==> src/sv/iba_queue.sv <==
// free-block fifo held in a synchronous memory, one pop or push a cycle once the clearing pass is done
module iba_queue #(
    parameter int NUM_BLOCKS = 64,
    parameter int BW = 6
) (
    input  logic          i_clk,
    input  logic          i_rst_n,
    input  logic          i_pop,
    input  logic          i_push,
    input  logic [BW-1:0] i_push_blk,
    output logic [BW-1:0] o_head_blk,
    output logic          o_busy
);
    localparam int CW = $clog2(NUM_BLOCKS + 1);

    logic [BW-1:0] mem [NUM_BLOCKS];
    logic [BW-1:0] r_head, r_tail, n_head;
    logic [CW-1:0] r_count;
    logic [BW-1:0] r_init_addr;
    logic          r_init;

    // head wraps at NUM_BLOCKS, which need not be a power of two
    always_comb begin
        n_head = r_head;
        if (i_pop) begin
            n_head = (r_head == BW'(NUM_BLOCKS - 1)) ? '0 : r_head + 1'b1;
        end
    end

    // clearing pass after reset writes the ascending block numbers
    always_ff @(posedge i_clk) begin
        if (r_init) begin
            mem[r_init_addr] <= r_init_addr;
        end else if (i_push && r_count != CW'(NUM_BLOCKS)) begin
            mem[r_tail] <= i_push_blk;
        end
        o_head_blk <= mem[n_head];
    end

    always_ff @(posedge i_clk) begin
        if (!i_rst_n) begin
            r_head      <= '0;
            r_tail      <= '0;
            r_count     <= CW'(NUM_BLOCKS);
            r_init      <= 1'b1;
            r_init_addr <= '0;
        end else begin
            if (r_init) begin
                r_init_addr <= r_init_addr + 1'b1;
                if (r_init_addr == BW'(NUM_BLOCKS - 1)) begin
                    r_init <= 1'b0;
                end
            end
            r_head <= n_head;
            if (i_pop) begin
                r_count <= r_count - 1'b1;
            end else if (i_push && r_count != CW'(NUM_BLOCKS)) begin
                r_count <= r_count + 1'b1;
            end
            if (i_push && r_count != CW'(NUM_BLOCKS)) begin
                r_tail <= (r_tail == BW'(NUM_BLOCKS - 1)) ? '0 : r_tail + 1'b1;
            end
        end
    end

    assign o_busy = r_init;

endmodule

==> config.mk <==
export PLATFORM = sky130hd
export DESIGN_NAME = iba_queue
export DESIGN_NICKNAME = d
export VERILOG_FILES = /design/src/sv/iba_queue.sv
export SDC_FILE = /design/constraint.sdc
export NUM_CORES = 1
export LEC_CHECK = 0
export ABC_AREA = 1
export BUFFER_PORTS_ARGS = -buffer_cell sky130_fd_sc_hd__buf_2
export CAP_MARGIN = 20
export CELL_PAD_IN_SITES_DETAIL_PLACEMENT = 1
export CELL_PAD_IN_SITES_GLOBAL_PLACEMENT = 2
export CORE_ASPECT_RATIO = 1.5
export CORE_MARGIN = 5
export CORE_UTILIZATION = 38
export DETAILED_ROUTE_END_ITERATION = 10
export GPL_TIMING_DRIVEN = 0
export PLACE_DENSITY = 0.85
export SLEW_MARGIN = 10
export SYNTH_ARGS = -nofsm -noshare
export SYNTH_HDL_FRONTEND = slang
export SYNTH_SLANG_ARGS = --single-unit
==> constraint.sdc <==
create_clock -name i_clk -period 2 [get_ports i_clk]
set_input_delay 0.5 -clock i_clk [delete_from_list [all_inputs] [get_ports i_clk]]
set_output_delay 0.5 -clock i_clk [all_outputs]
set_load 0.005 [all_outputs]
==> results.yml <==
worst_setup_path:
  crit_required_ns: 2.23
  r2r_end: "mem[40][1]"
  regToRegStartpoint: "r_count[0]"
  worstPathMaxFanout: 6
  cpPeakStageDelay_ns: 0.35
  cpMostUsedCell: "nor2_4"
  critPathKind: "reg -> reg"
  critPathTopFamily: "simple AND/OR/NAND/NOR gates"
  cp_slowest_cell: "dfxtp_4"
  r2r_slack_ns: -0.32
  crit_chain: "nor2_4 -> nand4_4 -> nand2_4 -> inv_4 -> nand2_4 -> buf_12 -> buf_8 -> buf_6 -> nor2_4 -> nor2_4 -> buf_12 -> nand3_4 -> buf_12 -> nor2_4"
  arrival_ns: 2.56
  crit_path_end_kind: "flop"
  reg2reg_depth: 14
  path_buf_inv: 6
  cp-start-kind: "flop"
detailed_routing:
  ant_nets: 0
  drt-initial-drc-count: 991
  routed_via_density: 5.51
  drt_wl_total_um: 68400
  vias: 14200
  avgRoutedWirePerCell_um: 26.5
  drtPass1Iterations: 6
  drc: 0
global_route:
  track_usage_pct: 24.7
  grt_pass1_vias: 15200
  grt_overflow: 0
  grt_pass1_wl_um: 97600
  grt_max_degree: 64
  antenna_found_initial: 0
power_and_ir_drop:
  p_leak_uw: 0.00915
  seqPwrFrac_pct: 46.5
  combPwrFrac_pct: 14.9
  internal-power_uw: 15300
  switching_share_pct: 26.5
  peakVddDrop_v: 0.000492
  p_clk_share_pct: 38.6
  p_sw_uw: 5500
  power_density_mw_per_mm2: 866
finish:
  finalNonFillerCells: 2586
  num_antenna_cells: 0
  finish.utilization_pct: 49.2
  drive_gt1_share_pct: 26.9
  area_delta_synth_final_pct: 27.9
  final_common_cell: "edfxtp_1"
  fill_cells: 5152
  mostFrequentLayoutCells: "edfxtp_1 (384), nand3_1 (298), nand2_1 (272)"
  final_area_mm2: 0.0240
  fin_nets: 1919
  multi_input_area_mm2: 0.00682
  regArea_mm2: 0.0122
die:
  io_pins: 17
  dieArea_mm2: 0.0540
  rows: 99
  dieWidth_um: 191
  start_util_pct: 38.4
  die_h_um: 282
  core_area_mm2: 0.0488
min_path:
  whs_path_depth: 3
  hp-class: "in -> reg"
  min_to: "r_init_addr[1]"
  holdCritStartpoint: "i_rst_n"
timing:
  fmax_mhz: 430
  period_minus_slack_ns: 2.32
  slew-limit-headroom_pct: 50.6
  setup_viol: 449
  worst_slew_pin_slew_ns: 0.742
  maxSlewViolCount: 0
  setup_ws_ns: -0.324
  hold_violations: 0
  finClkSkew_ns: 0.0277
  post-route-period-util_pct: 116
  hold_ws_ns: 0.307
  rsz0062_at_grt: "true"
run_status:
  violations: "setup timing"
  status: "complete, but fails checks"
yosys:
  netlist_instances: 1778
  syn_area_mm2: 0.0188
  syn-num-nets: 1797
  synth_edf_count: 384
  synthTopCellsByArea: "edfxtp_1 (61%), nand3_1 (11%), nand2_1 (6.0%)"
  ys_seq_area_share_pct: 64.9
  synth_top_area_share_pct: 61.5
  yosys_most_used_dff: "edfxtp_1"
  synth_cell_types: 37
  ys_warn_count: 0
  yosysTopAreaCell: "edfxtp_1"
  ys_ff_latch: 416
  synthArstFlopShare_pct: 0
  syn_area_per_cell_um2: 10.6
placement:
  placed_cells: 2456
  placed_area_mm2: 0.0198
  port_buffers: 16
  dp_hpwl_um: 45600
  place.gp.congestion: 0.927
cts:
  cts_tree: "done"
  clk_latency_ns: 0.57
  clock_path_buffers: 3
  htree_levels: 2
  cts-root-buf: "clkbuf_16"
  clkSinkCount: 416
  cts_buffers: 42
  clk_pin_slew_ns: 0.06
run:
  maxCapViolations: 0
-- layout make-up --
class / instances / area share [%]
flip-flops and latches: 416 / 50.8
plain buffers: 103 / 3.98
inverters: 229 / 3.71
multi-input cells: 1029 / 28.4
clock buffers: 52 / 4.71
well taps: 656 / 3.42
clock inverters: 22 / 0.965
repair buffers: 79 / 3.94
-- worst max path at each step --
stage                     from             to  slack, ns  cells past startpoint
finish              r_count[0]     mem[40][1]      -0.32                     14
global placement         i_pop  o_head_blk[0]      -1.12                     11
floorplan           r_count[0]     mem[27][0]      -0.07                     12
global route        r_count[5]     mem[40][1]      -0.38                     14
detailed placement       i_pop  o_head_blk[1]      -1.17                     11
CTS                 r_count[1]     mem[40][2]      -0.26                     14
-- kinds of logic (layout without fill, tap and decap cells) --
| kind of cell | count (synthesis) | in the layout | synth area share [%] |
|---|---|---|---|
| buffers and inverters | 333 | 485 | 7.20 |
| XOR/XNOR | 4 | 4 | 0.187 |
| AND/OR/NAND/NOR | 973 | 973 | 25.7 |
| adder cells (fa/ha/maj) | 9 | 9 | 0.640 |
| multiplexers | 1 | 1 | 0.0600 |
| flip-flops | 416 | 416 | 64.9 |
| AO/OA/AOI/OAI | 42 | 42 | 1.36 |
-- cells in the mapped netlist (all sizes together), types with 3 or more instances --
cell and count:
a21oi 13, nor2 92, dfxtp 32, inv 229
o21ai 24, nand3 434, or2 3, edfxtp 384
ha 8, nand3b 126, nand2 308, nor3 5
clkbuf 35, buf 69, nand4 3
-- power groups by stage --
stage                     Sequential, uW  Combinational, uW  Clock, uW
after floorplan                     9820               1310          0
after global routing                9670               3240       8390
final                               9670               3100       8010
after global placement              9830               2190          0
after CTS                           9660               2810       8030
after detailed placement            9830               2280          0
-- metrics by stage --
step / setup TNS [ns] / setup WS (ns) / power (uW)
after global routing: -128.41 / -0.382 / 21300
final: -101.17 / -0.324 / 20800
after CTS: -67.74 / -0.260 / 20500
after global placement: -577.50 / -1.12 / 12000
after floorplan: -21.65 / -0.0725 / 11100
after detailed placement: -317.21 / -1.17 / 12100
-- layer usage --
metal / global-route usage [%] / part of all wire [%] / vias to the layer above
li1: - / - / 6343
met1: 26.0 / 35 / 7198
met2: 46.5 / 53 / 475
met3: 2.91 / 4.2 / 220
met4: 15.4 / 7.6 / 0
met5: 0 / 0 / -
-- state kept, by name, summed over array words and instances (netlist names) --
signal	flops
mem	384
r_init_addr	6
r_count	7
r_tail	6
r_head	6
o_busy	1
o_head_blk	6
-- worst register-to-register path, cell delays in order, from the launching register on --
cell     delay [ns]
dfxtp_4        0.35
nor2_4         0.12
nand4_4        0.12
nand2_4        0.10
inv_4          0.04
nand2_4        0.07
buf_12         0.13
buf_8          0.12
buf_6          0.11
nor2_4         0.04
nor2_4         0.14
buf_12         0.16
nand3_4        0.09
buf_12         0.17
nor2_4         0.24
-- what timing repair did --
item,in CTS,in global routing
hold buffers,0,0
setup buffers,47,6
resized for setup,405,141
endpoints found under the setup margin,621,611
pin swaps,57,58
cloned,1,3
Note: power is estimated with default switching activity, not from simulation.
